`config.mk`:
```
export PLATFORM = sky130hd
export DESIGN_NAME = complementary_window_match_flat
export DESIGN_NICKNAME = d
export VERILOG_FILES = /design/src/design/cwm_pkg.sv /design/src/design/cwm_intf.sv /design/src/design/cwm_front.sv /design/src/design/cwm_queue.sv /design/src/design/cwm_back.sv /design/src/design/complementary_window_match.sv /design/src/flat_wrapper.sv
export SDC_FILE = /design/constraint.sdc
export NUM_CORES = 1
export LEC_CHECK = 0
export BUFFER_PORTS_ARGS = -buffer_cell sky130_fd_sc_hd__buf_4
export CORE_MARGIN = 2
export CORE_UTILIZATION = 45
export CTS_BUF_LIST = sky130_fd_sc_hd__clkbuf_4 sky130_fd_sc_hd__clkbuf_8
export CTS_CLUSTER_SIZE = 25
export DETAILED_ROUTE_END_ITERATION = 8
export GPL_ROUTABILITY_DRIVEN = 0
export PLACE_DENSITY = 0.69
export SLEW_MARGIN = 25
export SYNTH_ARGS = -nofsm -noshare
export SYNTH_HDL_FRONTEND = slang
export SYNTH_HIERARCHICAL = 1
export SYNTH_SLANG_ARGS = --single-unit
```
`constraint.sdc`:
```
create_clock -name clock -period 14.99 [get_ports clock]
set_input_delay 0.7495 -clock clock [delete_from_list [all_inputs] [get_ports clock]]
set_output_delay 0.7495 -clock clock [all_outputs]
set_load 0.05 [all_outputs]
```
`src/design/cwm_pkg.sv`:
```
// shared types, constants and helpers for the complementary window matcher
package cwm_pkg;

   localparam int MAX_PROBE   = 16;
   localparam int POS_WIDTH   = 16;
   localparam int STORE_W     = 2 * MAX_PROBE;
   localparam int LEN_W       = $clog2(MAX_PROBE + 1);
   localparam int IDX_W       = (MAX_PROBE > 1) ? $clog2(MAX_PROBE) : 1;
   localparam int QUEUE_DEPTH = 2;

   localparam int BASE_W      = 3;
   localparam int PLEN_W      = 5;
   localparam int MISS_W      = 5;
   localparam int SITE_W      = 24;
   localparam int SEQ_W       = 16;
   localparam int BASES_W     = 32;
   localparam int COUNT_W     = 16;
   localparam int CSR_IDX_W   = 3;
   localparam int CSR_DATA_W  = 24;
   localparam int BASES_DIGITS = BASES_W / 2;
   localparam int SITE_SUM_W  = ((POS_WIDTH > SITE_W) ? POS_WIDTH : SITE_W) + 2;

   localparam logic [SITE_W-1:0] SITE_MAX = '1;

   localparam logic [BASE_W-1:0] BASE_A = 3'd0;
   localparam logic [BASE_W-1:0] BASE_C = 3'd1;
   localparam logic [BASE_W-1:0] BASE_G = 3'd2;
   localparam logic [BASE_W-1:0] BASE_T = 3'd3;

   typedef enum logic [CSR_IDX_W-1:0] {
      CFG_PROBE_LENGTH       = 3'd0,
      CFG_ALLOWED_MISMATCHES = 3'd1,
      CFG_WOBBLE_MODE        = 3'd2,
      CFG_REVERSE_STRAND     = 3'd3,
      CFG_LEFT_COORD         = 3'd4,
      CFG_SEQ_LENGTH         = 3'd5
   } cfg_index_type;

   typedef struct packed {
      logic [PLEN_W-1:0] probe_length;
      logic [MISS_W-1:0] allowed_mismatches;
      logic              wobble_mode;
      logic              reverse_strand;
      logic [SITE_W-1:0] left_coord;
      logic [SEQ_W-1:0]  seq_length;
   } cfg_type;

   typedef enum logic [1:0] {
      KIND_NONE,
      KIND_ERROR,
      KIND_COMPARE
   } kind_type;

   typedef struct packed {
      kind_type             kind;
      logic                 last;
      logic [STORE_W-1:0]   window;
      logic [STORE_W-1:0]   probe;
      logic [POS_WIDTH-1:0] pos;
      logic [LEN_W-1:0]     len;
   } work_type;

   function automatic logic [LEN_W-1:0] eff_len(input logic [PLEN_W-1:0] plen);
      logic [LEN_W-1:0] result;
      if (plen == '0) begin
         result = LEN_W'(1);
      end else if (32'(plen) > MAX_PROBE) begin
         result = LEN_W'(MAX_PROBE);
      end else begin
         result = LEN_W'(plen);
      end
      return result;
   endfunction

endpackage

```
`src/design/cwm_intf.sv`:
```
// request and response channel interfaces
interface cwm_req_if
   import cwm_pkg::*;
   ();
   logic              valid;
   logic              ready;
   logic [BASE_W-1:0] base;
   logic              last;

   modport source(output valid, base, last, input ready);
   modport sink(input valid, base, last, output ready);
endinterface

interface cwm_rsp_if
   import cwm_pkg::*;
   ();
   logic               valid;
   logic               ready;
   logic [SITE_W-1:0]  match_site;
   logic [BASES_W-1:0] matched_bases;
   logic [COUNT_W-1:0] match_count;
   logic               error;

   modport source(output valid, match_site, matched_bases, match_count, error, input ready);
   modport sink(input valid, match_site, matched_bases, match_count, error, output ready);
endinterface

```
`src/design/cwm_front.sv`:
```
// front end: takes bases, builds probe and window, classifies each transfer
module cwm_front
   import cwm_pkg::*;
(
   input  logic     clock,
   input  logic     reset,
   input  cfg_type  cfg,
   cwm_req_if.sink  req,
   input  logic     queue_full,
   output logic     push,
   output work_type push_item
);

   logic [STORE_W-1:0]   probe_ff, probe_in;
   logic [STORE_W-1:0]   window_ff, window_in;
   logic [POS_WIDTH-1:0] position_ff, position_in;
   logic                 error_seen_ff, error_seen_in;
   logic [LEN_W-1:0]     len;
   logic [LEN_W:0]       thresh;
   logic [STORE_W-1:0]   window_shift;
   logic                 accept;

   assign req.ready    = !queue_full;
   assign accept       = req.valid && req.ready;
   assign len          = eff_len(cfg.probe_length);
   assign thresh       = {len, 1'b0} - (LEN_W+1)'(1);
   assign window_shift = (window_ff << 2) | STORE_W'(req.base[1:0]);

   always_comb begin
      probe_in       = probe_ff;
      window_in      = window_ff;
      position_in    = position_ff;
      error_seen_in  = error_seen_ff;
      push_item.kind   = KIND_NONE;
      push_item.last   = req.last;
      push_item.window = window_shift;
      push_item.probe  = probe_ff;
      push_item.pos    = position_ff;
      push_item.len    = len;
      if (accept && !error_seen_ff) begin
         if (req.base > BASE_T) begin
            error_seen_in  = 1'b1;
            push_item.kind = KIND_ERROR;
         end else begin
            if (position_ff < POS_WIDTH'(len)) begin
               probe_in = (probe_ff << 2) | STORE_W'(req.base[1:0]);
            end
            window_in = window_shift;
            if (position_ff >= POS_WIDTH'(thresh)) begin
               push_item.kind = KIND_COMPARE;
            end
            if (position_ff != '1) begin
               position_in = position_ff + 1'b1;
            end
         end
      end
      if (accept && req.last) begin
         probe_in      = '0;
         window_in     = '0;
         position_in   = '0;
         error_seen_in = 1'b0;
      end
   end

   assign push = accept && ((push_item.kind != KIND_NONE) || req.last);

   always_ff @(posedge clock) begin
      if (reset) begin
         probe_ff      <= '0;
         window_ff     <= '0;
         position_ff   <= '0;
         error_seen_ff <= 1'b0;
      end else begin
         probe_ff      <= probe_in;
         window_ff     <= window_in;
         position_ff   <= position_in;
         error_seen_ff <= error_seen_in;
      end
   end

endmodule

```
`src/design/cwm_queue.sv`:
```
// short work queue between front and back end
module cwm_queue
   import cwm_pkg::*;
(
   input  logic     clock,
   input  logic     reset,
   input  logic     push,
   input  work_type push_item,
   output logic     full,
   input  logic     pop,
   output logic     head_valid,
   output work_type head
);

   localparam int PTR_W = (QUEUE_DEPTH > 1) ? $clog2(QUEUE_DEPTH) : 1;
   localparam int CNT_W = $clog2(QUEUE_DEPTH + 1);

   work_type         entry_ff [QUEUE_DEPTH];
   logic [PTR_W-1:0] wr_ptr_ff, wr_ptr_in;
   logic [PTR_W-1:0] rd_ptr_ff, rd_ptr_in;
   logic [CNT_W-1:0] count_ff, count_in;
   logic             do_push, do_pop;

   assign full       = (count_ff == CNT_W'(QUEUE_DEPTH));
   assign head_valid = (count_ff != '0);
   assign head       = entry_ff[rd_ptr_ff];
   assign do_push    = push && !full;
   assign do_pop     = pop && head_valid;

   always_comb begin
      wr_ptr_in = wr_ptr_ff;
      rd_ptr_in = rd_ptr_ff;
      count_in  = count_ff;
      if (do_push) begin
         wr_ptr_in = (wr_ptr_ff == PTR_W'(QUEUE_DEPTH - 1)) ? '0 : wr_ptr_ff + 1'b1;
      end
      if (do_pop) begin
         rd_ptr_in = (rd_ptr_ff == PTR_W'(QUEUE_DEPTH - 1)) ? '0 : rd_ptr_ff + 1'b1;
      end
      if (do_push && !do_pop) begin
         count_in = count_ff + 1'b1;
      end else if (do_pop && !do_push) begin
         count_in = count_ff - 1'b1;
      end
   end

   always_ff @(posedge clock) begin
      if (reset) begin
         wr_ptr_ff <= '0;
         rd_ptr_ff <= '0;
         count_ff  <= '0;
      end else begin
         wr_ptr_ff <= wr_ptr_in;
         rd_ptr_ff <= rd_ptr_in;
         count_ff  <= count_in;
      end
   end

   always_ff @(posedge clock) begin
      if (do_push) begin
         entry_ff[wr_ptr_ff] <= push_item;
      end
   end

endmodule

```
`src/design/cwm_back.sv`:
```
// back end: window compare, mismatch count, start site and result register
module cwm_back
   import cwm_pkg::*;
(
   input  logic      clock,
   input  logic      reset,
   input  cfg_type   cfg,
   input  logic      head_valid,
   input  work_type  head,
   output logic      pop,
   cwm_rsp_if.source rsp
);

   logic [MAX_PROBE-1:0][1:0] t_dig;
   logic [MAX_PROBE-1:0]      miss_bit;
   logic [MAX_PROBE-1:0]      active;
   logic [LEN_W-1:0]          miss;
   logic [BASES_W-1:0]        bases;
   logic                      is_match;

   logic [POS_WIDTH-1:0]  start;
   logic [SITE_SUM_W-1:0] fwd_site, top, pos_next, rev_site, raw_site;
   logic [SITE_W-1:0]     site;

   logic                  rsp_valid_ff, rsp_valid_in;
   logic [SITE_W-1:0]     site_ff;
   logic [BASES_W-1:0]    bases_ff;
   logic [COUNT_W-1:0]    count_ff;
   logic                  error_ff;
   logic [COUNT_W-1:0]    found_count_ff, found_count_in, count_inc;
   logic                  can_load, emit;

   always_comb begin
      logic [LEN_W-1:0] idx_full;
      logic [IDX_W-1:0] idx;
      logic [1:0]       q;
      logic             ok;
      for (int k = 0; k < MAX_PROBE; k++) begin
         idx_full    = head.len - LEN_W'(1) - LEN_W'(k);
         idx         = idx_full[IDX_W-1:0];
         active[k]   = (LEN_W'(k) < head.len);
         t_dig[k]    = head.window[{idx, 1'b0} +: 2];
         q           = head.probe[2*k +: 2];
         ok          = (q == ~t_dig[k]);
         if (cfg.wobble_mode &&
             ((t_dig[k] == BASE_T[1:0] && q == BASE_G[1:0]) ||
              (t_dig[k] == BASE_G[1:0] && q == BASE_T[1:0]))) begin
            ok = 1'b1;
         end
         miss_bit[k] = active[k] && !ok;
      end
   end

   always_comb begin
      miss  = '0;
      bases = '0;
      for (int k = 0; k < MAX_PROBE; k++) begin
         miss = miss + LEN_W'(miss_bit[k]);
         if (k < BASES_DIGITS && active[k]) begin
            bases[2*k +: 2] = t_dig[k];
         end
      end
   end

   assign is_match = (32'(miss) <= 32'(cfg.allowed_mismatches));

   assign start    = head.pos - POS_WIDTH'(head.len) + 1'b1;
   assign fwd_site = SITE_SUM_W'(cfg.left_coord) + SITE_SUM_W'(start);
   assign top      = SITE_SUM_W'(cfg.left_coord) + SITE_SUM_W'(cfg.seq_length);
   assign pos_next = SITE_SUM_W'(head.pos) + SITE_SUM_W'(1);
   assign rev_site = (top >= pos_next) ? top - pos_next : '0;
   assign raw_site = cfg.reverse_strand ? rev_site : fwd_site;
   assign site     = (raw_site > SITE_SUM_W'(SITE_MAX)) ? SITE_MAX : raw_site[SITE_W-1:0];

   assign can_load  = !rsp_valid_ff || rsp.ready;
   assign pop       = head_valid && can_load;
   assign emit      = pop && ((head.kind == KIND_ERROR) ||
                              (head.kind == KIND_COMPARE && is_match));
   assign count_inc = (found_count_ff == '1) ? found_count_ff : found_count_ff + 1'b1;

   always_comb begin
      found_count_in = found_count_ff;
      if (pop && head.kind == KIND_COMPARE && is_match) begin
         found_count_in = count_inc;
      end
      if (pop && head.last) begin
         found_count_in = '0;
      end
      rsp_valid_in = rsp_valid_ff;
      if (emit) begin
         rsp_valid_in = 1'b1;
      end else if (rsp.ready) begin
         rsp_valid_in = 1'b0;
      end
   end

   always_ff @(posedge clock) begin
      if (reset) begin
         rsp_valid_ff   <= 1'b0;
         found_count_ff <= '0;
      end else begin
         rsp_valid_ff   <= rsp_valid_in;
         found_count_ff <= found_count_in;
      end
   end

   always_ff @(posedge clock) begin
      if (emit) begin
         if (head.kind == KIND_ERROR) begin
            site_ff  <= '0;
            bases_ff <= '0;
            count_ff <= found_count_ff;
            error_ff <= 1'b1;
         end else begin
            site_ff  <= site;
            bases_ff <= bases;
            count_ff <= count_inc;
            error_ff <= 1'b0;
         end
      end
   end

   assign rsp.valid         = rsp_valid_ff;
   assign rsp.match_site    = site_ff;
   assign rsp.matched_bases = bases_ff;
   assign rsp.match_count   = count_ff;
   assign rsp.error         = error_ff;

endmodule

```
`src/design/complementary_window_match.sv`:
```
// top level: complementary window matcher with configuration registers
// one base per cycle sustained while the work queue is not full; the result of a base
// is held in the work queue, then compared and loaded into the response register
// the compare and mismatch count over the whole window are combinational in the back end
// synchronous active-high reset clears sequence state, queue and response valid,
// and loads the register defaults
module complementary_window_match
   import cwm_pkg::*;
(
   input  logic                  clock,
   input  logic                  reset,
   cwm_req_if.sink               req_channel,
   cwm_rsp_if.source             rsp_channel,
   input  logic                  csr_write_enable,
   input  logic [CSR_IDX_W-1:0]  csr_index,
   input  logic [CSR_DATA_W-1:0] csr_write_data
);

   cfg_type  cfg_ff, cfg_in;
   logic     push, queue_full, pop, head_valid;
   work_type push_item, head;

   always_comb begin
      cfg_in = cfg_ff;
      if (csr_write_enable) begin
         unique case (cfg_index_type'(csr_index))
            CFG_PROBE_LENGTH:       cfg_in.probe_length = csr_write_data[PLEN_W-1:0];
            CFG_ALLOWED_MISMATCHES: cfg_in.allowed_mismatches = csr_write_data[MISS_W-1:0];
            CFG_WOBBLE_MODE:        cfg_in.wobble_mode = csr_write_data[0];
            CFG_REVERSE_STRAND:     cfg_in.reverse_strand = csr_write_data[0];
            CFG_LEFT_COORD:         cfg_in.left_coord = csr_write_data[SITE_W-1:0];
            CFG_SEQ_LENGTH:         cfg_in.seq_length = csr_write_data[SEQ_W-1:0];
            default:                cfg_in = cfg_ff;
         endcase
      end
   end

   always_ff @(posedge clock) begin
      if (reset) begin
         cfg_ff.probe_length       <= PLEN_W'(8);
         cfg_ff.allowed_mismatches <= '0;
         cfg_ff.wobble_mode        <= 1'b0;
         cfg_ff.reverse_strand     <= 1'b0;
         cfg_ff.left_coord         <= SITE_W'(1);
         cfg_ff.seq_length         <= SEQ_W'(1);
      end else begin
         cfg_ff <= cfg_in;
      end
   end

   cwm_front u_front (
      .clock      (clock),
      .reset      (reset),
      .cfg        (cfg_ff),
      .req        (req_channel),
      .queue_full (queue_full),
      .push       (push),
      .push_item  (push_item)
   );

   cwm_queue u_queue (
      .clock      (clock),
      .reset      (reset),
      .push       (push),
      .push_item  (push_item),
      .full       (queue_full),
      .pop        (pop),
      .head_valid (head_valid),
      .head       (head)
   );

   cwm_back u_back (
      .clock      (clock),
      .reset      (reset),
      .cfg        (cfg_ff),
      .head_valid (head_valid),
      .head       (head),
      .pop        (pop),
      .rsp        (rsp_channel)
   );

`ifndef SYNTHESIS
   a_reset_clears_rsp: assert property (@(posedge clock)
      reset |=> !rsp_channel.valid)
      else $error("response valid after reset");

   a_error_payload: assert property (@(posedge clock) disable iff (reset)
      (rsp_channel.valid && rsp_channel.error) |->
         (rsp_channel.match_site == '0 && rsp_channel.matched_bases == '0))
      else $error("error transfer with nonzero site or bases");

   a_match_counted: assert property (@(posedge clock) disable iff (reset)
      (rsp_channel.valid && !rsp_channel.error) |-> (rsp_channel.match_count != '0))
      else $error("match transfer with zero count");
`endif

endmodule
```
`src/flat_wrapper.sv`:
```
// flat-port wrapper written by rule: the top's interface ports become plain ports
module complementary_window_match_flat import cwm_pkg::*;
  (clock, reset, csr_write_enable, csr_index, csr_write_data, req_channel_valid, req_channel_base, req_channel_last, req_channel_ready, rsp_channel_valid, rsp_channel_match_site, rsp_channel_matched_bases, rsp_channel_match_count, rsp_channel_error, rsp_channel_ready);
  cwm_req_if req_channel_i ();
  cwm_rsp_if rsp_channel_i ();
  input  logic clock;
  input  logic reset;
  input  logic csr_write_enable;
  input  logic [CSR_IDX_W-1:0] csr_index;
  input  logic [CSR_DATA_W-1:0] csr_write_data;
  input wire logic [$bits(req_channel_i.valid)-1:0] req_channel_valid;
  input wire logic [$bits(req_channel_i.base)-1:0] req_channel_base;
  input wire logic [$bits(req_channel_i.last)-1:0] req_channel_last;
  output wire logic [$bits(req_channel_i.ready)-1:0] req_channel_ready;
  output wire logic [$bits(rsp_channel_i.valid)-1:0] rsp_channel_valid;
  output wire logic [$bits(rsp_channel_i.match_site)-1:0] rsp_channel_match_site;
  output wire logic [$bits(rsp_channel_i.matched_bases)-1:0] rsp_channel_matched_bases;
  output wire logic [$bits(rsp_channel_i.match_count)-1:0] rsp_channel_match_count;
  output wire logic [$bits(rsp_channel_i.error)-1:0] rsp_channel_error;
  input wire logic [$bits(rsp_channel_i.ready)-1:0] rsp_channel_ready;
  assign req_channel_i.valid = req_channel_valid;
  assign req_channel_i.base = req_channel_base;
  assign req_channel_i.last = req_channel_last;
  assign req_channel_ready = req_channel_i.ready;
  assign rsp_channel_valid = rsp_channel_i.valid;
  assign rsp_channel_match_site = rsp_channel_i.match_site;
  assign rsp_channel_matched_bases = rsp_channel_i.matched_bases;
  assign rsp_channel_match_count = rsp_channel_i.match_count;
  assign rsp_channel_error = rsp_channel_i.error;
  assign rsp_channel_i.ready = rsp_channel_ready;
  complementary_window_match u_core (.clock(clock), .reset(reset), .req_channel(req_channel_i), .rsp_channel(rsp_channel_i), .csr_write_enable(csr_write_enable), .csr_index(csr_index), .csr_write_data(csr_write_data));
endmodule
```
# Word-level counts from Yosys, hierarchy flattened
# Memory sizes are Yosys's and may differ from the RTL's. A register that Yosys moved wholly into a read port is not among the register bits.
# Cells that the tools add are included.
[word_totals]
register_bits = 225
mem_bits_rw = 176
out_inout_bits = 75
elab_cells = 432
mem_count = 1
[op_classes]
addsub = 44
magnitude_cmp = 23
n_eq_ne = 90
shift = 16
muxes = 37
bitwise_logic = 35
n_reduce_logical = 152
[mem_list]
columns = ["memory", "depth", "word_bits", "rd", "rd_ports_with_merged_regs", "wr", "line", "rtl"]
rows = [
  ["u_core.u_queue.entry_ff", 2, 88, 1, 1, 1, "cwm_queue.sv:18", "work_type entry_ff [QUEUE_DEPTH];"],
]
[ops]
columns = ["cell", "n"]
rows = [
  ["$shiftx A32 B6 Y2", 16],
  ["$eq A2 B2 Y1 const B", 66],
  ["$logic_and A1 B1 Y1", 78],
  ["$or A32 B2 Y32", 2],
  ["$add A5 B1 Y5", 11],
  ["$mux W26", 2],
  ["$add A24 B16 Y25", 2],
  ["$add A16 B1 Y16 const B", 3],
  ["$lt A4 B5 Y1 const A", 8],
  ["$reduce_or A2 Y1", 18],
  ["$eq A2 B2 Y1", 16],
  ["$mux W16", 2],
  ["$not A2 Y2", 16],
  ["$sub A4 B4 Y4 const B", 8],
  ["$gt A26 B24 Y1 const B", 1],
  ["$sub A25 B17 Y26", 1],
  ["$ge A25 B17 Y1", 1],
  ["$mux W1", 25],
  ["$mux W24", 1],
  ["$logic_not A1 Y1", 21],
  ["$lt A3 B5 Y1 const A", 4],
  ["$logic_or A1 B1 Y1", 19],
  ["$add A16 B1 Y17 const B", 1],
  ["$not A1 Y1", 17],
  ["other kinds (32)", 58],
]

# Depth between registers and ports, before layout
# Gate-level depths: netlist (run 1).
[depth]
word_depth = 30
mapped_depth = 38
ltp_nobuf = 33

# Hierarchy
# The synthesis (run 1) kept the hierarchy.
[modules_own_cells]
columns = ["module", "instances", "cells_each", "area_per_inst_um2", "seq_area_each_um2"]
rows = [
  ["cwm_back", 1, 1161, 10347.4, 2532.4],
  ["cwm_queue", 1, 299, 6646.4, 5385.2],
  ["cwm_front", 1, 399, 3464.6, 1581.5],
  ["complementary_window_match", 1, 203, 2187.1, 1041.0],
]

# Worst setup path before layout (run 1)
# OpenSTA, ideal clock, no wires.
[synth_timing]
path_kind = "register to register"
from = "register (tool-made name)"
to = "register u_core.u_back.error_ff (netlist: u_core/u_back/rsp.error), enable pin"
setup_ns = 0.433
arrival_ns = 9.787
setup_slack_ns = 4.770
path_stages_with_launch = 36
period_less_slack_ns = 10.220
cell_sequence = "dfxtp_1 > buf_6 > buf_2 > mux2_2 > buf_2 > buf_1 > inv_1 > ha_1 > xnor2_1 > clkbuf_1 > a31oi_1 > xnor2_1 > mux2i_1 > nand3b_1 > o21ai_0 > o22ai_1 > fa_1 > inv_1 > fa_1 > fa_1 > inv_1 > fa_1 > inv_1 > ha_1 > inv_1 > fa_1 > inv_1 > ha_1 > nor2b_1 > o21a_1 > o21a_1 > o21a_1 > o22ai_1 > nand4b_1 > clkbuf_1 > nand2_1"
[synth_rtl]
columns = ["item", "line", "rtl"]
rows = [
  ["to (signal assigned)", "cwm_back.sv:113", "error_ff <= 1'b1;"],
  ["to (signal assigned)", "cwm_back.sv:118", "error_ff <= 1'b0;"],
  ["to (decl)", "cwm_back.sv:29", "logic error_ff;"],
]

==> results of run 1 <==
metrics by stage:
step | utilization | setup WS [ps] | instances
final | 0.5106 | 4926 | 2899
after CTS | 0.5097 | 4118 | 2898
after floorplan | - | 4770 | 2062
after detailed placement | 0.4807 | 4193 | 2771
after global placement | 0.4807 | 4506 | 2771
after global routing | 0.5105 | 4174 | 2898
synth_stat cells, types with 18 or more instances:
cell / n
sky130_fd_sc_hd__a211oi_1: 22
sky130_fd_sc_hd__a21oi_1: 108
sky130_fd_sc_hd__and3_1: 20
sky130_fd_sc_hd__buf_2: 20
sky130_fd_sc_hd__clkbuf_1: 50
sky130_fd_sc_hd__dfxtp_1: 153
sky130_fd_sc_hd__edfxtp_1: 249
sky130_fd_sc_hd__ha_1: 104
sky130_fd_sc_hd__inv_1: 76
sky130_fd_sc_hd__mux2_2: 91
sky130_fd_sc_hd__mux2_4: 20
sky130_fd_sc_hd__mux2i_1: 151
sky130_fd_sc_hd__nand2_1: 200
sky130_fd_sc_hd__nand2b_1: 90
sky130_fd_sc_hd__nand3_1: 30
sky130_fd_sc_hd__nor2_1: 117
sky130_fd_sc_hd__nor3_1: 30
sky130_fd_sc_hd__o21a_1: 20
sky130_fd_sc_hd__o21ai_0: 83
sky130_fd_sc_hd__or3_1: 18
sky130_fd_sc_hd__xnor2_1: 84
sky130_fd_sc_hd__xor2_1: 47
per-layer routing:
| metal | global-route usage | vias up |
|---|---|---|
| met5 | 0 | - |
| met4 | 0.07333 | 0 |
| met3 | 0.04117 | 102 |
| met2 | 0.3203 | 534 |
| met1 | 0.2813 | 7893 |
| li1 | - | 7721 |
worst max-delay path, delay by kind of cell (launching register included):
kind | cells | cell delay [ps]
compound gates | 8 | 1270
simple gates | 4 | 1730
mux | 3 | 1340
fa+ha+maj | 8 | 3270
flops | 1 | 650
xor+xnor | 2 | 1250
buf+inv | 6 | 440
state kept, by name (all words and copies together), names as in the netlist, named ones only:
register	cells
u_core/u_queue/entry_ff	176
u_core/cfg_ff	52
u_core/u_back/rsp.matched_bases	32
u_core/u_front/probe_ff	32
u_core/u_front/window_ff	30
u_core/u_back/rsp.match_site	24
u_core/u_back/found_count_ff	16
u_core/u_back/rsp.match_count	16
u_core/u_front/position_ff	16
u_core/u_queue/count_ff	2
u_core/u_back/rsp.error	1
u_core/u_back/rsp.valid	1
u_core/u_front/error_seen_ff	1
u_core/u_queue/rd_ptr_ff	1
u_core/u_queue/wr_ptr_ff	1
cells by family after synthesis:
logic type               Yosys count  synth area share
adder cells (fa/ha/maj)          118           0.06984
XOR/XNOR                         132           0.05138
multiplexers                     278            0.1412
buffers and inverters            170           0.03376
AND/OR/NAND/NOR                  611            0.1355
AO/OA/AOI/OAI                    351            0.1029
flip-flops                       402            0.4654
final cells by class:
type | count | area [sq um]
inverter | 78 | 294.0
timing repair buffer | 129 | 975.9
multi-input combinational | 1490 | 11400
clock inverter | 26 | 197.7
tap | 672 | 840.8
clock buffer | 101 | 1252
antenna | 1 | 2.502
sequential | 402 | 10540
fill | 4382 | 24450
final timing paths:
path / startpoint / end
max: register / u_core/u_back/found_count_ff[15]
min: req_channel_last / u_core/u_queue/entry_ff[0][85]
max reg2reg: register / u_core/u_back/found_count_ff[15]
min reg2reg: u_core/u_front/probe_ff[26] / u_core/u_queue/entry_ff[1][47]
==> run summary, run 1 <==
• final cell area excluding filler cells: 25510 sq um
• worst setup path class: reg2reg
• topmost layer with routed signal wires: met4
• initial antenna violation count: 0
• placed instance area: 24020 sq um
• # resized after CTS: 0
• Yosys top cell by area: sky130_fd_sc_hd__edfxtp_1
• CP Launch Type: register
• per-cell via count in the routed design: 5.605
• first-pass GRT wire length: 84750 microns
• Max Fclk: 99.36 MHz
• clock insertion delay at the later pin of the skew report: 660 ps
• Pre-Repair DR Iteration Count: 5
• share of final-layout standard cells stronger than drive strength 1: 0.1891
• share of the clock period used by the worst path: 0.6714
• net count after synthesis: 2216
• total number of yosys warnings: 6
• Remaining Overflow, GRT: 0
• full die area: 52130 sq um
• M1 WL: 24800 microns
• measured slew at the worst slew-check pin: 942.4 ps
• number of endpoints with negative hold slack in the final report: 0
• register bit total from synthesis: 402
• reg2reg setup slack: 4930 ps
• number of remaining DRC errors: 0
• portion of the post-synthesis area used by sequential elements: 0.4654
• max_slew headroom: 0.3718
• effective utilization at floorplan: 0.4532
• share of flip-flops with an asynchronous set or reset: 0
• outcome: finished clean
• total negative slack for setup checks: 0 ps
• commonest non-fill, non-tap cell in the layout: sky130_fd_sc_hd__edfxtp_1
• number of placement rows: 82
• maximum number of pins on one net before global-route repair: 76
• Clock Skews: 30.13 ps
• Setup Fix Bufs, Post-CTS: 0
• cell seen most often among critical-path stages: sky130_fd_sc_hd__inv_1
• highest cell delay on the worst timing path: 770 ps
• gr usage total: 0.2043
• clock buffers created by TritonCTS: 69
• worst hold-check path type: in2reg
• core area: 49970 sq um
• Final Net Count: 2324
• DP HPWL: 39040 microns
• Post-DRT Antenna Nets: 0
• overall die height: 228.3 microns
• cell with the largest stage delay on the worst path: sky130_fd_sc_hd__nor4_1
• Setup crit end kind: register
• worst hold slack: 300.4 ps
• highest-count cells in the layout ignoring fill and taps: sky130_fd_sc_hd__edfxtp_1 (249), sky130_fd_sc_hd__nand2_1 (199), sky130_fd_sc_hd__dfxtp_1 (152), sky130_fd_sc_hd__mux2i_1 (151), sky130_fd_sc_hd__buf_4 (127)
• via count of the first global-routing pass: 15.76k
• drt wl/cell: 18.72 microns
• Cells on Worst Hold Path: 1
• via count: 16.25k
• Post-Syn Instances: 2062
• total routed wirelength: 54280 microns
• clock-pin slew on the worst setup and hold paths: 60 ps
• most used flip-flop cell after synthesis: sky130_fd_sc_hd__edfxtp_1
• final setup violation count: 0
• endpoint arrival time on the critical path: 10630 ps
• Final Max Tran Viols: 0
• Clock Sink Count: 402
• H-tree depth: 3
• unrepaired setup endpoints after global routing: false
• buffer levels on the longest clock path: 3
• share of the synthesized area in the top cell type: 0.3302
• violation count after the first detailed-routing iteration: 1148
• dominant cells by area after synthesis: sky130_fd_sc_hd__edfxtp_1 (33%), sky130_fd_sc_hd__dfxtp_1 (14%), sky130_fd_sc_hd__mux2i_1 (6.7%)
• total length of routed met2 wires: 24510 microns
• Critical Path RT: 15560 ps
• total of buffers placed on input and output ports: 110
• number of flops mapped to enable cells by yosys: 249
• average size of a mapped cell: 10.98 sq um
• Worst Reg2Reg Path Length in Cells: 31
• number of distinct library cell variants in the gate-level netlist after synthesis: 88
• CTS Root Buffer Type: sky130_fd_sc_hd__clkbuf_8
• clock tree from TritonCTS: built
• area growth from synthesis to layout: 12.66%
• amount of wire on met3 after detailed routing: 3488 microns
• highest fanout seen on the critical path: 41
• total I/O pin count: 111
• number of violations of the max-capacitance limit: 0
• post-route minimum period: 10060 ps
• Syn Std Cell Area: 22650 sq um
• width of the chip: 228.3 microns
• number of buffers added to fix hold violations after cts: 0
Power of run 1 is left out: the tool's default activity adds up to more than one toggle a clock period on the data nets, which glitch-free logic cannot reach.
==> run 2: changes to the inputs <==
- ABC_AREA: default -> 1
- PLACE_DENSITY: 0.69 -> 0.68
- clock period: 14.99 -> 9.5 ns (I/O delays scaled with it)
==> run 2 against run 1 <==
Core utilization shrank 0.20 points. Sequential share of layout area fell by 2.8 points. Die area is 8.0% higher. First-iteration DRC count increased by 31%. Largest cell class unchanged. Wire length grew 11%. Critical endpoint is now u_core/u_back/rsp.match_count[14].
==> run summary, run 2 <==
• main combinational cell family by area after synthesis: simple AND/OR/NAND/NOR gates, was multiplexers
• number of distinct library cell variants in the gate-level netlist after synthesis: 61, was 88
• max_slew headroom: 0.3385, was 0.3718
• highest cell delay on the worst timing path: 600 ps, was 770 ps
• first-pass GRT wire length: 95780 microns, was 84750 microns
• post-route minimum period: 8518 ps, was 10060 ps
• number of remaining DRC errors: 0, unchanged
• highest fanout seen on the critical path: 49, was 41
• width of the chip: 237.3 microns, was 228.3 microns
• number of endpoints with negative hold slack in the final report: 0, unchanged
• # resized after CTS: 0, unchanged
• startpoint of the tightest hold check path: req_channel_last, unchanged
• number of flops mapped to enable cells by yosys: 249, unchanged
• outcome: finished clean, unchanged
• Critical R2R Capture: u_core/u_back/rsp.match_count[14], was u_core/u_back/found_count_ff[15]
• Max Fclk: 117.4 MHz, was 99.36 MHz
• Critical Path RT: 9790 ps, was 15560 ps
• clock tree from TritonCTS: built, unchanged
• average size of a mapped cell: 8.219 sq um, was 10.98 sq um
• xor/xnor share of the synthesized area: 0.03822, was 0.05138
• share of flip-flops with an asynchronous set or reset: 0, unchanged
• Clock Sink Count: 402, unchanged
• Syn Std Cell Area: 24480 sq um, was 22650 sq um
• Post-DRT Antenna Nets: 0, unchanged
• max reg flops: 176, unchanged
• topmost layer with routed signal wires: met4, unchanged
• Clock Skews: 39.37 ps, was 30.13 ps
• M1 WL: 28460 microns, was 24800 microns
• commonest cells in the synthesized netlist: sky130_fd_sc_hd__nand2_1 (670), sky130_fd_sc_hd__inv_1 (372), sky130_fd_sc_hd__nor2_1 (315), was sky130_fd_sc_hd__edfxtp_1 (249), sky130_fd_sc_hd__nand2_1 (200), sky130_fd_sc_hd__dfxtp_1 (153)
• clock insertion delay at the later pin of the skew report: 640 ps, was 660 ps
• non-filler instance count after layout: 3837, was 2899
• largest registers: u_core/u_queue/entry_ff (176), u_core/cfg_ff (52), unchanged
• amount of wire on met3 after detailed routing: 3541 microns, was 3488 microns
• unrepaired setup endpoints after global routing: false, unchanged
• Pre-Repair DR Iteration Count: 6, was 5
• worst hold-check path type: in2reg, unchanged
• net count after synthesis: 3133, was 2216
• Final Max Tran Viols: 0, unchanged
• maximum number of pins on one net before global-route repair: 73, was 76
• full die area: 56290 sq um, was 52130 sq um
• Inst Count DP: 3703, was 2771
• measured slew at the worst slew-check pin: 988.5 ps, was 942.4 ps
• total of buffers placed on input and output ports: 110, unchanged
• core area: 53810 sq um, was 49970 sq um
• highest-count cells in the layout ignoring fill and taps: sky130_fd_sc_hd__nand2_1 (670), sky130_fd_sc_hd__inv_1 (371), sky130_fd_sc_hd__nor2_1 (313), sky130_fd_sc_hd__edfxtp_1 (249), sky130_fd_sc_hd__o21ai_0 (208), was sky130_fd_sc_hd__edfxtp_1 (249), sky130_fd_sc_hd__nand2_1 (199), sky130_fd_sc_hd__dfxtp_1 (152), sky130_fd_sc_hd__mux2i_1 (151), sky130_fd_sc_hd__buf_4 (127)
• number of buffers added to fix hold violations after cts: 2, was 0
• CP Launch Type: register, unchanged
• DP HPWL: 44370 microns, was 39040 microns
• most used standard cell by instance count after synthesis: sky130_fd_sc_hd__nand2_1, was sky130_fd_sc_hd__edfxtp_1
• cell with the largest stage delay on the worst path: sky130_fd_sc_hd__ha_1, was sky130_fd_sc_hd__nor4_1
• final setup violation count: 0, unchanged
• Worst Reg2Reg Path Length in Cells: 29, was 31
• final cell area excluding filler cells: 27370 sq um, was 25510 sq um
• dominant cells by area after synthesis: sky130_fd_sc_hd__edfxtp_1 (31%), sky130_fd_sc_hd__dfxtp_1 (13%), sky130_fd_sc_hd__nand2_1 (10%), was sky130_fd_sc_hd__edfxtp_1 (33%), sky130_fd_sc_hd__dfxtp_1 (14%), sky130_fd_sc_hd__mux2i_1 (6.7%)
• adder and majority cell fraction of the synthesized area: 0.06459, was 0.06984
• total number of yosys warnings: 6, unchanged
• Setup Fix Bufs, Post-CTS: 0, unchanged
• Yosys top cell by area: sky130_fd_sc_hd__edfxtp_1, unchanged
• Top reg by flops: u_core/u_queue/entry_ff, unchanged
• endpoint arrival time on the critical path: 8810 ps, was 10630 ps
• Remaining Overflow, GRT: 0, unchanged
• reg2reg setup slack: 980 ps, was 4930 ps
• worst setup path class: reg2reg, unchanged
• CTS Root Buffer Type: sky130_fd_sc_hd__clkbuf_8, unchanged
• multiplexer fraction of the synthesized cell area: 0.04763, was 0.1412
• initial antenna violation count: 0, unchanged
• per-cell via count in the routed design: 5.137, was 5.605
• total I/O pin count: 111, unchanged
• buffer levels on the longest clock path: 3, unchanged
• register bit total from synthesis: 402, unchanged
• number of placement rows: 85, was 82
• via count: 19.71k, was 16.25k
• clock buffers created by TritonCTS: 71, was 69
• most used flip-flop cell after synthesis: sky130_fd_sc_hd__edfxtp_1, unchanged
• area growth from synthesis to layout: 11.77%, was 12.66%
• final antenna diode count: 0, was 1
• Synth Area in Compound Gates: 0.09571, was 0.1029
• violation count after the first detailed-routing iteration: 1506, was 1148
• number of violations of the max-capacitance limit: 0, unchanged
• H-tree depth: 3, unchanged
• commonest non-fill, non-tap cell in the layout: sky130_fd_sc_hd__nand2_1, was sky130_fd_sc_hd__edfxtp_1
• worst min-delay path endpoint: u_core/u_queue/entry_ff[0][85], unchanged
• drt wl/cell: 15.73 microns, was 18.72 microns
• total length of routed met2 wires: 27080 microns, was 24510 microns
• placed instance area: 25750 sq um, was 24020 sq um
• clock-pin slew on the worst setup and hold paths: 60 ps, about the same
• overall die height: 237.3 microns, was 228.3 microns
• share of final-layout standard cells stronger than drive strength 1: 0.1512, was 0.1891
• via count of the first global-routing pass: 18.11k, was 15.76k
• Post-Syn Instances: 2979, was 2062
• area share of and/or/nand/nor cells after synthesis: 0.2376, was 0.1355
• share of the synthesized area in the top cell type: 0.3054, was 0.3302
• Setup crit end kind: register, unchanged
• total negative slack for setup checks: 0 ps, unchanged
• share of the clock period used by the worst path: 0.8966, was 0.6714
• effective utilization at floorplan: 0.4550, was 0.4532
• gr usage total: 0.2126, was 0.2043
• Cells on Worst Hold Path: 1, unchanged
• total routed wirelength: 60340 microns, was 54280 microns
• Final Net Count: 3236, was 2324
• portion of the post-synthesis area used by sequential elements: 0.4305, was 0.4654
run 2: changes by cell type in the layout (fill, tap and decap cells not counted), moves of 22 or more:
cell / previous run / this run
sky130_fd_sc_hd__nand2_1: 199 / 670
sky130_fd_sc_hd__nor2_1: 116 / 313
sky130_fd_sc_hd__xnor2_1: 83 / 37
sky130_fd_sc_hd__inv_1: 75 / 371
sky130_fd_sc_hd__o21ai_0: 82 / 208
sky130_fd_sc_hd__nand2b_1: 90 / 0
sky130_fd_sc_hd__a21oi_1: 108 / 187
sky130_fd_sc_hd__nand2_2: 0 / 25
sky130_fd_sc_hd__nand3_1: 30 / 150
sky130_fd_sc_hd__mux2i_1: 151 / 10
sky130_fd_sc_hd__mux2_2: 90 / 68
sky130_fd_sc_hd__nand3_2: 1 / 30
run 2: area by class of cell:
cell class / count / area [sq um]
Tap cell: 696 / 870.8
Timing Repair Buffer: 132 / 1008
Multi-Input combinational cell: 2085 / 11880
Sequential cell: 402 / 10540
Clock buffer: 108 / 1330
Inverter: 390 / 1466
Clock inverter: 24 / 266.5
Fill cell: 5124 / 26450
run 2: critical path: cells and delay by family (launching register included):
family / cells / cell delay [ps]
adder cells (fa/ha/maj): 8 / 3340
AO/OA/AOI/OAI: 8 / 1690
buffers and inverters: 7 / 1290
AND/OR/NAND/NOR: 5 / 960
flip-flops: 1 / 500
multiplexers: 1 / 380
run 2: worst max-delay path by stage:
stage,start,end,depth (start not counted)
6_report,register,u_core/u_back/rsp.match_count[14],29
5_1_grt,register,u_core/u_back/rsp.match_count[14],29
4_1_cts,register,u_core/u_back/rsp.match_count[14],29
3_5_place_dp,register,u_core/u_back/rsp.match_count[0],29
3_3_place_gp,register,u_core/u_back/rsp.match_count[0],29
2_1_floorplan,register,u_core/u_back/rsp.error,37
run 2: logic make-up (layout without fill, tap and decap cells):
kind of cell,after synthesis,count (layout)
AOI/OAI and AO/OA,447,447
xor gates and xnor gates,106,106
adders and majority gates,118,118
buffers and inverters,492,654
DFF,402,402
muxes,98,98
and+or+nand+nor,1316,1316
run 2: metrics by stage:
| step | hold WS (ps) | setup slack [ps] | utilization |
|---|---|---|---|
| after CTS | 20.05 | 976.2 | 0.5086 |
| final | 66.67 | 982.4 | 0.5086 |
| after floorplan | 425.9 | 1218 | - |
| after global placement | 434.1 | 1214 | 0.4785 |
| after global routing | 42.62 | 397.2 | 0.5086 |
| after detailed placement | 441.4 | 990.8 | 0.4785 |
run 2: metal layers:
layer  vias to the layer above  GRT usage
li1                      10020          -
met1                      9065     0.2975
met2                       540     0.3404
met3                        82    0.02996
met4                         0    0.06861
met5                         -          0
Power of run 2 is left out for the same reason.
